**config.mk**
```make
export PLATFORM = sky130hd
export DESIGN_NAME = led_frame_transition_blender
export DESIGN_NICKNAME = d
export VERILOG_FILES = /design/src/rtl/lftb_pkg.sv /design/src/rtl/lftb_front.sv /design/src/rtl/lftb_divide.sv /design/src/rtl/lftb_blend.sv /design/src/rtl/led_frame_transition_blender.sv
export VERILOG_INCLUDE_DIRS = /design/src /design/src/rtl
export SDC_FILE = /design/constraint.sdc
export NUM_CORES = 2
export LEC_CHECK = 0
export ABC_AREA = 1
export BUFFER_PORTS_ARGS = -buffer_cell sky130_fd_sc_hd__buf_2
export CAP_MARGIN = 15
export CORE_MARGIN = 2
export CORE_UTILIZATION = 59
export DETAILED_ROUTE_END_ITERATION = 7
export PLACE_DENSITY = 0.85
export SYNTH_ARGS = -nofsm -noshare
export SYNTH_HDL_FRONTEND = slang
export SYNTH_HIERARCHICAL = 1
export SYNTH_SLANG_ARGS = --single-unit
```
**constraint.sdc**
```tcl
create_clock -name clock -period 13.6 [get_ports clock]
set_input_delay 1.36 -clock clock [delete_from_list [all_inputs] [get_ports clock]]
set_output_delay 1.36 -clock clock [all_outputs]
set_load 0.005 [all_outputs]
```
**src/rtl/led_frame_transition_blender_macros.svh**
```systemverilog
// Assertion macros shared by the blender RTL.
// Depends on nothing; included by the modules that carry assertions.
`ifndef LED_FRAME_TRANSITION_BLENDER_MACROS_SVH
`define LED_FRAME_TRANSITION_BLENDER_MACROS_SVH

// same-cycle implication
`define LFTB_ASSERT_IMPL(label, clk, rst, ante, cons, msg) \
   label: assert property (@(posedge clk) disable iff (rst) (ante) |-> (cons)) \
      else $error(msg);

// next-cycle implication
`define LFTB_ASSERT_NEXT(label, clk, rst, ante, cons, msg) \
   label: assert property (@(posedge clk) disable iff (rst) (ante) |=> (cons)) \
      else $error(msg);

`endif

```
**src/rtl/lftb_pkg.sv**
```systemverilog
// Types and constants of the LED frame transition blender.
// No dependencies; imported by every blender module.
package lftb_pkg;

   // board geometry
   localparam int PIXEL_COUNT    = 300;
   localparam int PIXELS_PER_ROW = 5;
   localparam int ROW_COUNT      = 60;

   // row = idx / PIXELS_PER_ROW by reciprocal; exact for any 9-bit index
   localparam int ROW_SHIFT = 18;
   localparam int ROW_RECIP = ((1 << ROW_SHIFT) + PIXELS_PER_ROW - 1) / PIXELS_PER_ROW;

   // effect constants
   localparam int RIPPLE_SPAN  = 68;
   localparam int RIPPLE_STEP  = 64;
   localparam int RIPPLE_REACH = 256 / RIPPLE_STEP;
   localparam int TINT_SPLIT   = 64;
   localparam int TINT_REST    = 192;
   localparam int BAND_ROWS    = 5;

   // hash multipliers
   localparam logic [31:0] MIX_MUL_A = 32'h7FEB352D;
   localparam logic [31:0] MIX_MUL_B = 32'h846CA68B;

   localparam logic [31:0] SEED_RESET = 32'h9E3779B9;

   // mode codes
   localparam logic [3:0] MODE_OFF     = 4'd0;
   localparam logic [3:0] MODE_DITHER  = 4'd1;
   localparam logic [3:0] MODE_FADE    = 4'd2;
   localparam logic [3:0] MODE_SPARKLE = 4'd3;
   localparam logic [3:0] MODE_WIPE    = 4'd4;
   localparam logic [3:0] MODE_TINT    = 4'd5;
   localparam logic [3:0] MODE_CDITHER = 4'd6;
   localparam logic [3:0] MODE_CWIPE   = 4'd7;
   localparam logic [3:0] MODE_GLOW    = 4'd8;
   localparam logic [3:0] MODE_RIPPLE  = 4'd9;

   // register indexes
   localparam logic CSR_MODE = 1'b0;
   localparam logic CSR_SEED = 1'b1;

   typedef struct packed {
      logic [8:0]  idx;
      logic [23:0] old_col;
      logic [23:0] new_col;
      logic [23:0] acc_col;
      logic [8:0]  prog;
   } pix_type;

   // blend job: shown = col_a + (col_b - col_a) * fac / 256 per channel.
   // When use_div is set, fac comes from num * 256 / den.
   typedef struct packed {
      logic [8:0]  idx;
      logic [23:0] col_a;
      logic [23:0] col_b;
      logic [8:0]  fac;
      logic        use_div;
      logic [7:0]  num;
      logic [8:0]  den;
   } job_type;

endpackage

```
**src/rtl/lftb_front.sv**
```systemverilog
// Front end: index hash, row math, accent boosts and effect selection (3 stages).
// Depends on lftb_pkg and the assertion macros header.
`include "led_frame_transition_blender_macros.svh"

module lftb_front import lftb_pkg::*; (
   input  logic        clock,
   input  logic        reset,
   input  logic [3:0]  mode,
   input  logic [31:0] seed,
   input  logic        in_valid,
   output logic        in_stall,
   input  pix_type     in_pix,
   output logic        out_valid,
   input  logic        out_stall,
   output job_type     out_job
);

   typedef struct packed {
      pix_type     pix;
      logic [31:0] mix;
      logic [8:0]  row;
      logic [7:0]  wipe;
      logic [7:0]  wave;
      logic [23:0] glow;
      logic [23:0] rip;
   } prep_type;

   // floor(c * 8 / 3) clamped at 255
   function automatic logic [7:0] boost_glow(logic [7:0] c);
      logic [25:0] p;
      p = 26'({c, 3'b000}) * 26'(21846);
      return (p[25:16] > 10'd255) ? 8'hFF : p[23:16];
   endfunction

   // floor(c * 3 / 2) clamped at 255
   function automatic logic [7:0] boost_rip(logic [7:0] c);
      logic [9:0] s;
      s = 10'(c) + {1'b0, c, 1'b0};
      return (s[9:1] > 9'd255) ? 8'hFF : s[8:1];
   endfunction

   logic     s1_valid_ff, s2_valid_ff, s3_valid_ff;
   prep_type s1_ff, s1_in, s2_ff, s2_in;
   job_type  s3_ff, s3_in;
   logic     ld1, ld2, ld3;

   assign ld3 = !s3_valid_ff || !out_stall;
   assign ld2 = !s2_valid_ff || ld3;
   assign ld1 = !s1_valid_ff || ld2;
   assign in_stall = !ld1;

   // stage 1: first hash round, row, wipe edge, ripple crest, boosts
   always_comb begin
      logic [31:0] x0;
      logic [27:0] row_p;
      logic [16:0] wipe_p;
      logic [16:0] wave_p;
      x0 = seed + {23'b0, in_pix.idx};
      x0 = x0 ^ (x0 >> 16);
      row_p  = 28'(in_pix.idx) * 28'(ROW_RECIP);
      wipe_p = 17'(ROW_COUNT) * 17'(in_pix.prog[7:0]);
      wave_p = 17'(RIPPLE_SPAN) * 17'(in_pix.prog[7:0]);
      s1_in.pix  = in_pix;
      s1_in.mix  = x0 * MIX_MUL_A;
      s1_in.row  = row_p[ROW_SHIFT +: 9];
      s1_in.wipe = wipe_p[15:8];
      s1_in.wave = wave_p[15:8];
      for (int ch = 0; ch < 3; ch++) begin
         s1_in.glow[ch*8 +: 8] = boost_glow(in_pix.acc_col[ch*8 +: 8]);
         s1_in.rip[ch*8 +: 8]  = boost_rip(in_pix.acc_col[ch*8 +: 8]);
      end
   end

   // stage 2: second hash round
   always_comb begin
      logic [31:0] y;
      y = s1_ff.mix ^ (s1_ff.mix >> 15);
      s2_in = s1_ff;
      s2_in.mix = y * MIX_MUL_B;
   end

   // stage 3: finish hash, pick colors and blend factor
   always_comb begin
      logic [31:0]       h;
      logic [8:0]        t;
      logic              oob;
      logic signed [9:0] rd;
      logic [9:0]        rdist;
      h  = s2_ff.mix ^ (s2_ff.mix >> 16);
      t  = s2_ff.pix.prog;
      oob = 13'(s2_ff.pix.idx) >= 13'(PIXEL_COUNT);
      rd = $signed({1'b0, s2_ff.row}) - $signed({2'b00, s2_ff.wave});
      rdist = (rd < 0) ? 10'(-rd) : 10'(rd);

      s3_in.idx     = s2_ff.pix.idx;
      s3_in.col_a   = s2_ff.pix.new_col;
      s3_in.col_b   = s2_ff.pix.new_col;
      s3_in.fac     = 9'd0;
      s3_in.use_div = 1'b0;
      s3_in.num     = 8'd0;
      s3_in.den     = 9'(TINT_REST);

      if (oob) begin
         s3_in.col_a = 24'd0;
      end else if (!t[8]) begin
         case (mode)
            MODE_DITHER: begin
               if (h[15:0] >= {t[7:0], 8'h00})
                  s3_in.col_a = s2_ff.pix.old_col;
            end
            MODE_FADE: begin
               s3_in.col_a = s2_ff.pix.old_col;
               s3_in.fac   = t;
            end
            MODE_WIPE: begin
               if (s2_ff.row > 9'(s2_ff.wipe))
                  s3_in.col_a = s2_ff.pix.old_col;
            end
            MODE_TINT: begin
               if (t < 9'(TINT_SPLIT)) begin
                  s3_in.col_a = s2_ff.pix.old_col;
                  s3_in.col_b = s2_ff.pix.acc_col;
                  s3_in.fac   = 9'({t[5:0], 2'b00});
               end else begin
                  s3_in.col_a   = s2_ff.pix.acc_col;
                  s3_in.use_div = 1'b1;
                  s3_in.num     = t[7:0] - 8'(TINT_SPLIT);
                  s3_in.den     = 9'(TINT_REST);
               end
            end
            MODE_CDITHER: begin
               if (t[7:0] <= h[7:0]) begin
                  s3_in.col_a = s2_ff.pix.old_col;
               end else begin
                  s3_in.col_a   = s2_ff.pix.acc_col;
                  s3_in.use_div = 1'b1;
                  s3_in.num     = t[7:0] - h[7:0];
                  s3_in.den     = 9'd256 - 9'(h[7:0]);
               end
            end
            MODE_CWIPE: begin
               if (s2_ff.row > 9'(s2_ff.wipe))
                  s3_in.col_a = s2_ff.pix.old_col;
               else if (10'(s2_ff.row) + 10'(BAND_ROWS) > 10'(s2_ff.wipe))
                  s3_in.col_a = s2_ff.pix.acc_col;
            end
            MODE_GLOW: begin
               if (s2_ff.pix.new_col == 24'd0) begin
                  s3_in.col_a = 24'd0;
               end else begin
                  s3_in.col_a = s2_ff.glow;
                  s3_in.fac   = t;
               end
            end
            MODE_RIPPLE: begin
               // near the crest, pull a lit pixel toward the boosted accent
               if (s2_ff.pix.new_col != 24'd0 && rdist < 10'(RIPPLE_REACH)) begin
                  s3_in.col_b = s2_ff.rip;
                  s3_in.fac   = 9'd256 - 9'(RIPPLE_STEP) * rdist[8:0];
               end
            end
            default: begin
               // off, sparkle and unused codes show the new frame
            end
         endcase
      end
   end

   always_ff @(posedge clock) begin
      if (reset) begin
         s1_valid_ff <= 1'b0;
         s2_valid_ff <= 1'b0;
         s3_valid_ff <= 1'b0;
      end else begin
         if (ld1) s1_valid_ff <= in_valid;
         if (ld2) s2_valid_ff <= s1_valid_ff;
         if (ld3) s3_valid_ff <= s2_valid_ff;
      end
   end

   always_ff @(posedge clock) begin
      if (ld1) s1_ff <= s1_in;
      if (ld2) s2_ff <= s2_in;
      if (ld3) s3_ff <= s3_in;
   end

   assign out_valid = s3_valid_ff;
   assign out_job   = s3_ff;

   `LFTB_ASSERT_IMPL(a_front_oob_black, clock, reset,
      s3_valid_ff && (13'(s3_ff.idx) >= 13'(PIXEL_COUNT)),
      s3_ff.col_a == 24'd0 && s3_ff.fac == 9'd0 && !s3_ff.use_div,
      "pixel beyond the board not forced black")
   `LFTB_ASSERT_IMPL(a_front_fac_range, clock, reset, s3_valid_ff && !s3_ff.use_div,
      !s3_ff.fac[8] || s3_ff.fac[7:0] == 8'd0, "blend factor above 256")
   `LFTB_ASSERT_IMPL(a_front_div_frac, clock, reset, s3_valid_ff && s3_ff.use_div,
      s3_ff.den > {1'b0, s3_ff.num}, "divider numerator not below denominator")

endmodule

```
**src/rtl/lftb_divide.sv**
```systemverilog
// Two-stage restoring divider giving fac = num * 256 / den, four quotient bits a stage.
// Depends on lftb_pkg and the assertion macros header.
`include "led_frame_transition_blender_macros.svh"

module lftb_divide import lftb_pkg::*; (
   input  logic    clock,
   input  logic    reset,
   input  logic    in_valid,
   output logic    in_stall,
   input  job_type in_job,
   output logic    out_valid,
   input  logic    out_stall,
   output job_type out_job
);

   typedef struct packed {
      job_type    job;
      logic [7:0] rem;
      logic [3:0] quo;
   } div_type;

   // one quotient bit: {bit, remainder}
   function automatic logic [8:0] div_step(logic [7:0] rem, logic [8:0] den);
      logic [8:0] r2;
      logic [8:0] diff;
      r2 = {rem, 1'b0};
      diff = r2 - den;
      return (r2 >= den) ? {1'b1, diff[7:0]} : {1'b0, r2[7:0]};
   endfunction

   logic    d1_valid_ff, d2_valid_ff;
   div_type d1_ff, d1_in;
   job_type d2_ff, d2_in;
   logic    ld1, ld2;

   assign ld2 = !d2_valid_ff || !out_stall;
   assign ld1 = !d1_valid_ff || ld2;
   assign in_stall = !ld1;

   always_comb begin
      logic [8:0] st;
      logic [7:0] rem;
      logic [3:0] quo;
      rem = in_job.num;
      quo = 4'd0;
      for (int i = 0; i < 4; i++) begin
         st  = div_step(rem, in_job.den);
         rem = st[7:0];
         quo = {quo[2:0], st[8]};
      end
      d1_in.job = in_job;
      d1_in.rem = rem;
      d1_in.quo = quo;
   end

   always_comb begin
      logic [8:0] st;
      logic [7:0] rem;
      logic [7:0] quo;
      rem = d1_ff.rem;
      quo = {4'd0, d1_ff.quo};
      for (int i = 0; i < 4; i++) begin
         st  = div_step(rem, d1_ff.job.den);
         rem = st[7:0];
         quo = {quo[6:0], st[8]};
      end
      d2_in = d1_ff.job;
      if (d1_ff.job.use_div)
         d2_in.fac = {1'b0, quo};
   end

   always_ff @(posedge clock) begin
      if (reset) begin
         d1_valid_ff <= 1'b0;
         d2_valid_ff <= 1'b0;
      end else begin
         if (ld1) d1_valid_ff <= in_valid;
         if (ld2) d2_valid_ff <= d1_valid_ff;
      end
   end

   always_ff @(posedge clock) begin
      if (ld1) d1_ff <= d1_in;
      if (ld2) d2_ff <= d2_in;
   end

   assign out_valid = d2_valid_ff;
   assign out_job   = d2_ff;

   `LFTB_ASSERT_IMPL(a_div_quo_range, clock, reset, d2_valid_ff && d2_ff.use_div,
      !d2_ff.fac[8], "divided factor reached 256")
   `LFTB_ASSERT_NEXT(a_div_hold, clock, reset, d2_valid_ff && out_stall,
      d2_valid_ff && $stable(d2_ff), "stalled divider beat changed")

endmodule

```
**src/rtl/lftb_blend.sv**
```systemverilog
// Output stage: per-channel lerp of the job's two colors into the result register.
// Depends on lftb_pkg.
module lftb_blend import lftb_pkg::*; (
   input  logic        clock,
   input  logic        reset,
   input  logic        in_valid,
   output logic        in_stall,
   input  job_type     in_job,
   output logic        out_valid,
   input  logic        out_stall,
   output logic [23:0] out_color,
   output logic [8:0]  out_index
);

   // ca + floor((cb - ca) * f / 256)
   function automatic logic [7:0] blend_ch(logic [7:0] ca, logic [7:0] cb, logic [8:0] f);
      logic signed [9:0]  diff;
      logic signed [19:0] prod;
      logic signed [11:0] sum;
      diff = $signed({2'b00, cb}) - $signed({2'b00, ca});
      prod = diff * $signed({1'b0, f});
      sum  = $signed({4'b0000, ca}) + $signed(prod[19:8]);
      return sum[7:0];
   endfunction

   logic        valid_ff;
   logic [23:0] color_ff, color_in;
   logic [8:0]  index_ff;
   logic        ld;

   assign ld = !valid_ff || !out_stall;
   assign in_stall = !ld;

   always_comb begin
      for (int ch = 0; ch < 3; ch++)
         color_in[ch*8 +: 8] = blend_ch(in_job.col_a[ch*8 +: 8], in_job.col_b[ch*8 +: 8],
                                        in_job.fac);
   end

   always_ff @(posedge clock) begin
      if (reset)
         valid_ff <= 1'b0;
      else if (ld)
         valid_ff <= in_valid;
   end

   always_ff @(posedge clock) begin
      if (ld) begin
         color_ff <= color_in;
         index_ff <= in_job.idx;
      end
   end

   assign out_valid = valid_ff;
   assign out_color = color_ff;
   assign out_index = index_ff;

endmodule

```
**src/rtl/led_frame_transition_blender.sv**
```systemverilog
// Top level of the LED frame transition blender: registers and the pixel pipeline.
// Depends on lftb_pkg, lftb_front, lftb_divide and lftb_blend.
//
//   channel | ports  | beat
//   --------+--------+----------------------------------------------------
//   request | req_*  | pixel index, old/new/accent colors, progress
//   result  | rsp_*  | shown color and echoed index
//   config  | csr_*  | write of mode (index 0) or hash seed (index 1)
//
// One pixel per cycle sustained while rsp_stall stays low.
// The depth is set by the two 32x32 hash multipliers (stages 1-2), the selection
// stage, the two-stage factor divider and the lerp in the output register.
// Reset clears the valid bits of every stage, sets mode to off and loads the
// default hash seed.
// A stalled stage holds its beat; empty stages ahead of it still fill.
module led_frame_transition_blender import lftb_pkg::*; (
   input  logic        clock,
   input  logic        reset,
   input  logic        req_valid,
   output logic        req_stall,
   input  logic [8:0]  req_pixel_index,
   input  logic [23:0] req_old_color,
   input  logic [23:0] req_new_color,
   input  logic [23:0] req_accent_color,
   input  logic [8:0]  req_progress,
   output logic        rsp_valid,
   input  logic        rsp_stall,
   output logic [23:0] rsp_shown_color,
   output logic [8:0]  rsp_shown_index,
   input  logic        csr_wr_en,
   input  logic        csr_index,
   input  logic [31:0] csr_wdata
);

   logic [3:0]  mode_ff;
   logic [31:0] seed_ff;

   always_ff @(posedge clock) begin
      if (reset) begin
         mode_ff <= MODE_OFF;
         seed_ff <= SEED_RESET;
      end else if (csr_wr_en) begin
         unique case (csr_index)
            CSR_MODE: mode_ff <= csr_wdata[3:0];
            CSR_SEED: seed_ff <= csr_wdata;
            default: ;
         endcase
      end
   end

   pix_type req_pix;
   assign req_pix.idx     = req_pixel_index;
   assign req_pix.old_col = req_old_color;
   assign req_pix.new_col = req_new_color;
   assign req_pix.acc_col = req_accent_color;
   assign req_pix.prog    = req_progress;

   logic    sel_valid, sel_stall;
   job_type sel_job;
   logic    div_valid, div_stall;
   job_type div_job;

   lftb_front u_front (
      .clock     (clock),
      .reset     (reset),
      .mode      (mode_ff),
      .seed      (seed_ff),
      .in_valid  (req_valid),
      .in_stall  (req_stall),
      .in_pix    (req_pix),
      .out_valid (sel_valid),
      .out_stall (sel_stall),
      .out_job   (sel_job)
   );

   lftb_divide u_divide (
      .clock     (clock),
      .reset     (reset),
      .in_valid  (sel_valid),
      .in_stall  (sel_stall),
      .in_job    (sel_job),
      .out_valid (div_valid),
      .out_stall (div_stall),
      .out_job   (div_job)
   );

   lftb_blend u_blend (
      .clock     (clock),
      .reset     (reset),
      .in_valid  (div_valid),
      .in_stall  (div_stall),
      .in_job    (div_job),
      .out_valid (rsp_valid),
      .out_stall (rsp_stall),
      .out_color (rsp_shown_color),
      .out_index (rsp_shown_index)
   );

endmodule

```
-- Word level (Yosys, flattened, before mapping)
Index checks and enable logic that the tools add are counted.
- bits in registers: 693
- $add $sub $neg: 25
- $mul: 11
- $lt $le $gt $ge: 22
- eq/ne operators: 8
- mux-type cells: 28
- bitwise gates (word level): 4
- reduce and logical (&&, ||, !) cells: 20
- operators with widths (cell ; number):
    24-bit two-way mux ; 7
    24-bit case mux with 7 select lines ; 1
    75-bit two-way mux ; 1
    9-bit >= comparator ; 8
    9-bit two-way mux ; 8
    8-bit subtractor ; 9
    8-bit by 14-bit multiplier with 22-bit output, second input constant ; 3
    33-bit two-way mux ; 2
    51-bit two-way mux ; 1
    9-bit by 10-bit multiplier with 16-bit output ; 3
    24-bit case mux with 2 select lines ; 1
    18-bit two-way mux ; 2
    18-bit case mux with 2 select lines ; 1
    9-bit case mux with 4 select lines ; 1
    32-bit by 9-bit adder with 32-bit output ; 1
    32-bit by 31-bit multiplier with 32-bit output, second input constant ; 1
    32-bit by 32-bit multiplier with 32-bit output, second input constant ; 1
    32-bit by 16-bit bitwise XOR with 32-bit output ; 1
    32-bit by 17-bit bitwise XOR with 32-bit output ; 1
    8-bit by 9-bit adder with 10-bit output ; 3
    10-bit by 8-bit > comparator with 1-bit output, second input constant ; 3
    9-bit by 8-bit > comparator with 1-bit output, second input constant ; 3
    8-bit by 8-bit subtractor with 9-bit output ; 3
    9-bit by 16-bit multiplier with 25-bit output, second input constant ; 1
    32 further kinds ; 52

-- Logic depth before layout (Yosys ltp)
- depth in word-level cells: 9
- depth in mapped cells: 46
- gate-level depth less buffers: 46

-- Hierarchy
Netlist, hierarchy kept.
- modules (own cells, without submodules) (module ; instances ; cells an instance ; area each (um^2) ; seq. area each (um^2)):
    lftb_front ; 1 ; 4560 ; 45671.3 ; 13993.4
    lftb_blend ; 1 ; 1292 ; 10191.0 ; 1011.0
    lftb_divide ; 1 ; 806 ; 9187.6 ; 5445.2
    led_frame_transition_blender ; 1 ; 167 ; 1278.7 ; 720.7

-- Worst setup path before layout
Ideal clock, no wire load.
- path kind: input to register
- from: in rsp_stall
- to: reg u_front/s1_ff[0] in the netlist's numbering, enable pin
- setup time: 0.538 ns
- data arrival time: 14.261 ns
- setup slack: -1.199 ns
- stages on the path: 9
- buffers on the path: 0
- path through: nand2_1 -> inv_1 -> nand2_1 -> nor2_1 -> nand2_1 -> nor2_1 -> inv_1 -> nor2_1 -> inv_1
- cells in the longest elaborated chain, start to end: 7
- RTL lines (what ; RTL line ; text):
    start: declaration ; led_frame_transition_blender.sv:27 ; input logic rsp_stall,
    1-bit logical NOT ; lftb_blend.sv:31 ; assign ld = !valid_ff || !out_stall;
    1-bit logical OR ; lftb_blend.sv:31 ;
    1-bit logical OR ; lftb_divide.sv:36 ; assign ld2 = !d2_valid_ff || !out_stall;
    net u_divide.ld2 ; lftb_divide.sv:34 ; logic ld1, ld2;
    1-bit logical OR ; lftb_divide.sv:37 ; assign ld1 = !d1_valid_ff || ld2;
    1-bit logical OR ; lftb_front.sv:47 ; assign ld3 = !s3_valid_ff || !out_stall;
    net u_front.ld3 ; lftb_front.sv:45 ; logic ld1, ld2, ld3;
    1-bit logical OR ; lftb_front.sv:48 ; assign ld2 = !s2_valid_ff || ld3;
    net u_front.ld2 ; lftb_front.sv:45 ;
    1-bit logical OR ; lftb_front.sv:49 ; assign ld1 = !s1_valid_ff || ld2;
    end signal: assignment ; lftb_front.sv:182 ; if (ld1) s1_ff <= s1_in;
    end: declaration ; lftb_front.sv:43 ; prep_type s1_ff, s1_in, s2_ff, s2_in;
The timed path passes the listed nets, and every way through them passes these cells.
A chain may end at the register's enable or synchronous reset.

==> impl_metrics.env <==
export IMPL_run_status="finished with violations"
export IMPL_violations="design-rule violations"
export IMPL_worstRegToRegCells=39
export IMPL_preCtsSetupSlack_ns=3.35
export IMPL_post_route_cells_drive_above_1_share_pct=6.78
export IMPL_whs_endpoint="u_front/s2_ff[52]"
export IMPL_worstHoldStart="u_front/s1_ff[52]"
export IMPL_final_setup_tns_ns=0
export IMPL_gp_congestion=1.01
export IMPL_end_of_the_worst_register_to_register_path="u_front/s1_ff[104]"
export IMPL_worst_hold_path_type="reg -> reg"
export IMPL_max_cap_violations=0
export IMPL_drt_vias_per_instance=5.71
export IMPL_cell_area_synth_mm2=0.0655
export IMPL_ff2ff_setup_slack_ns=4.43
export IMPL_cts_htree_levels=3
export IMPL_critical_path_startpoint_type="input pin"
export IMPL_critical_path_arrival_ns=10.10
export IMPL_worstSetupEndpointType="register"
export IMPL_design_die_area_mm2=0.114
export IMPL_timing_critical_path_fanout_max=7
export IMPL_grt_overflow=0
export IMPL_worst_slew_pin_transition_ns=1.29
export IMPL_drt_initial_drc_count=5207
export IMPL_finalHoldViolations=0
export IMPL_hold_path_depth=0
export IMPL_clock_latency_on_the_worst_skew_pair_ns=0.67
export IMPL_tritoncts_clock_tree="yes"
export IMPL_finish_cell_count_without_fillers=8534
export IMPL_grt_max_degree=191
export IMPL_hold_buffers=0
export IMPL_timing_max_slew_rel_slack_pct=13.5
export IMPL_core_rowCount=122
export IMPL_cp_slowest_stage_delay_ns=0.59
export IMPL_cp_data_required_time_ns=14.02
export IMPL_hpwl_um=135000
export IMPL_number_of_buffers_inserted_during_clock_tree_synthesis=73
export IMPL_postSynthAreaPerCell_um2=9.64
export IMPL_clkSinkCount=693
export IMPL_final_common_cell="inv_1"
export IMPL_drt_drc_violations_left=7
export IMPL_place_port_buffers=162
export IMPL_cts_root_buffer="clkbuf_16"
export IMPL_synth_warnings=6
export IMPL_route_detailed_wl_per_inst_um=20.0
export IMPL_drv_slew=0
export IMPL_cts_reportedPaths_clkPinSlew_ns=0.08
export IMPL_synthesis_instances=6799
export IMPL_vias_in_the_first_global_route=49100
export IMPL_setup_worst_path_class="in -> reg"
export IMPL_finalWorstSetupSlack_ns=3.92
export IMPL_die_width_um=337
export IMPL_ant_nets=0
export IMPL_drt_pass1_iter_count=8
export IMPL_floorplan_core_area_mm2=0.110
export IMPL_initial_antenna_violation_count=17
export IMPL_worst_path_max_delay_cell="fa_1"
export IMPL_setup_violations=0
export IMPL_post_cts_setup_buffers=0
export IMPL_layout_min_cycle_time_ns=9.68
export IMPL_num_nets_final=8584
export IMPL_maximum_achievable_frequency_mhz=103
export IMPL_cts_root_to_sink_buffers=3
export IMPL_post_place_cells=8398
export IMPL_cts_repair_resized=0
export IMPL_cell_type_with_the_highest_occurrence_count_on_the_critical_path="inv_1"
export IMPL_commonest_cells_after_routing_fill_and_taps_aside="inv_1 (1435), nand2_1 (1061), ha_1 (873)"
export IMPL_die_height_um=337
export IMPL_timing_rr_start="seed_ff[0]"
export IMPL_postRouteWirelength_um=171000
export IMPL_all_layer_gr_usage_pct=30.5
export IMPL_synthToLayoutAreaGrowth_pct=7.51
export IMPL_vias=48800
export IMPL_rsz_0062_raised_after_global_routing="false"
export IMPL_finalCritPeriodShare_pct=71.2
export IMPL_clock_skew_ns=0.0454
export IMPL_initial_utilization_pct=59.4
export IMPL_pin_count=163
export IMPL_grt_pass1_wl_um=267000
export IMPL_synth_fp_nets=8398
layout make-up:
class                           count  area (µm²)
Tap cell                         1488        1860
Sequential cell                   693       20400
Fill cell                        8379       39900
Multi-Input combinational cell   4546       39200
Inverter                         1472        5540
Clock inverter                     43         430
Timing Repair Buffer              199        1100
Antenna cell                        9        22.5
Clock buffer                       84        1890
how the worst max path moves through the flow:
| stage | start | to | cells after the start |
|---|---|---|---|
| detailed placement | req_pixel_index[0] | u_front/s1_ff[104] | 40 |
| CTS | req_pixel_index[0] | u_front/s1_ff[104] | 40 |
| global route | req_pixel_index[0] | u_front/s1_ff[104] | 40 |
| floorplan | rsp_stall | u_front/s1_ff[0] | 9 |
| global placement | req_pixel_index[0] | u_front/s1_ff[104] | 40 |
| finish | req_pixel_index[0] | u_front/s1_ff[104] | 40 |
critical path, delay by kind of cell:
kind,cells,cell delay (ns)
AND/OR/NAND/NOR,15,1.72
buffers and inverters,11,1.12
AO/OA/AOI/OAI,1,0.19
XOR/XNOR,2,0.74
adder cells (fa/ha/maj),11,4.94
layer usage:
layer / vias to the layer above / share of wire (%) / global-route usage [%]
li1: 22400 / - / -
met2: 2353 / 46 / 49.2
met1: 23500 / 40 / 40.7
met3: 486 / 8.9 / 5.51
met4: 14 / 4.6 / 12.5
met5: - / 0.053 / 0
metrics by stage:
| step | hold slack (ns) | util [%] | area (µm²) |
|---|---|---|---|
| 2_1_floorplan | 0.400 | - | 65600 |
| 3_3_place_gp | 0.401 | 61.7 | 68100 |
| 3_5_place_dp | 0.405 | 61.7 | 68100 |
| 4_1_cts | 0.391 | 63.8 | 70400 |
| 5_1_grt | 0.397 | 63.8 | 70500 |
| 6_report | 0.381 | 63.9 | 70500 |
sequential cells by signal, indices dropped and copies added (netlist names), 4 cells and up:
signal / flops
u_front/s1_ff: 190
u_front/s2_ff: 190
u_divide/d1_ff: 88
u_front/out_job: 84
u_divide/out_job: 66
seed_ff: 32
u_blend/out_color: 24
u_blend/out_index: 9
mode_ff: 4
Power is not shown: default switching activity piles up to over one toggle a cycle in this logic, so the estimate is an artifact.
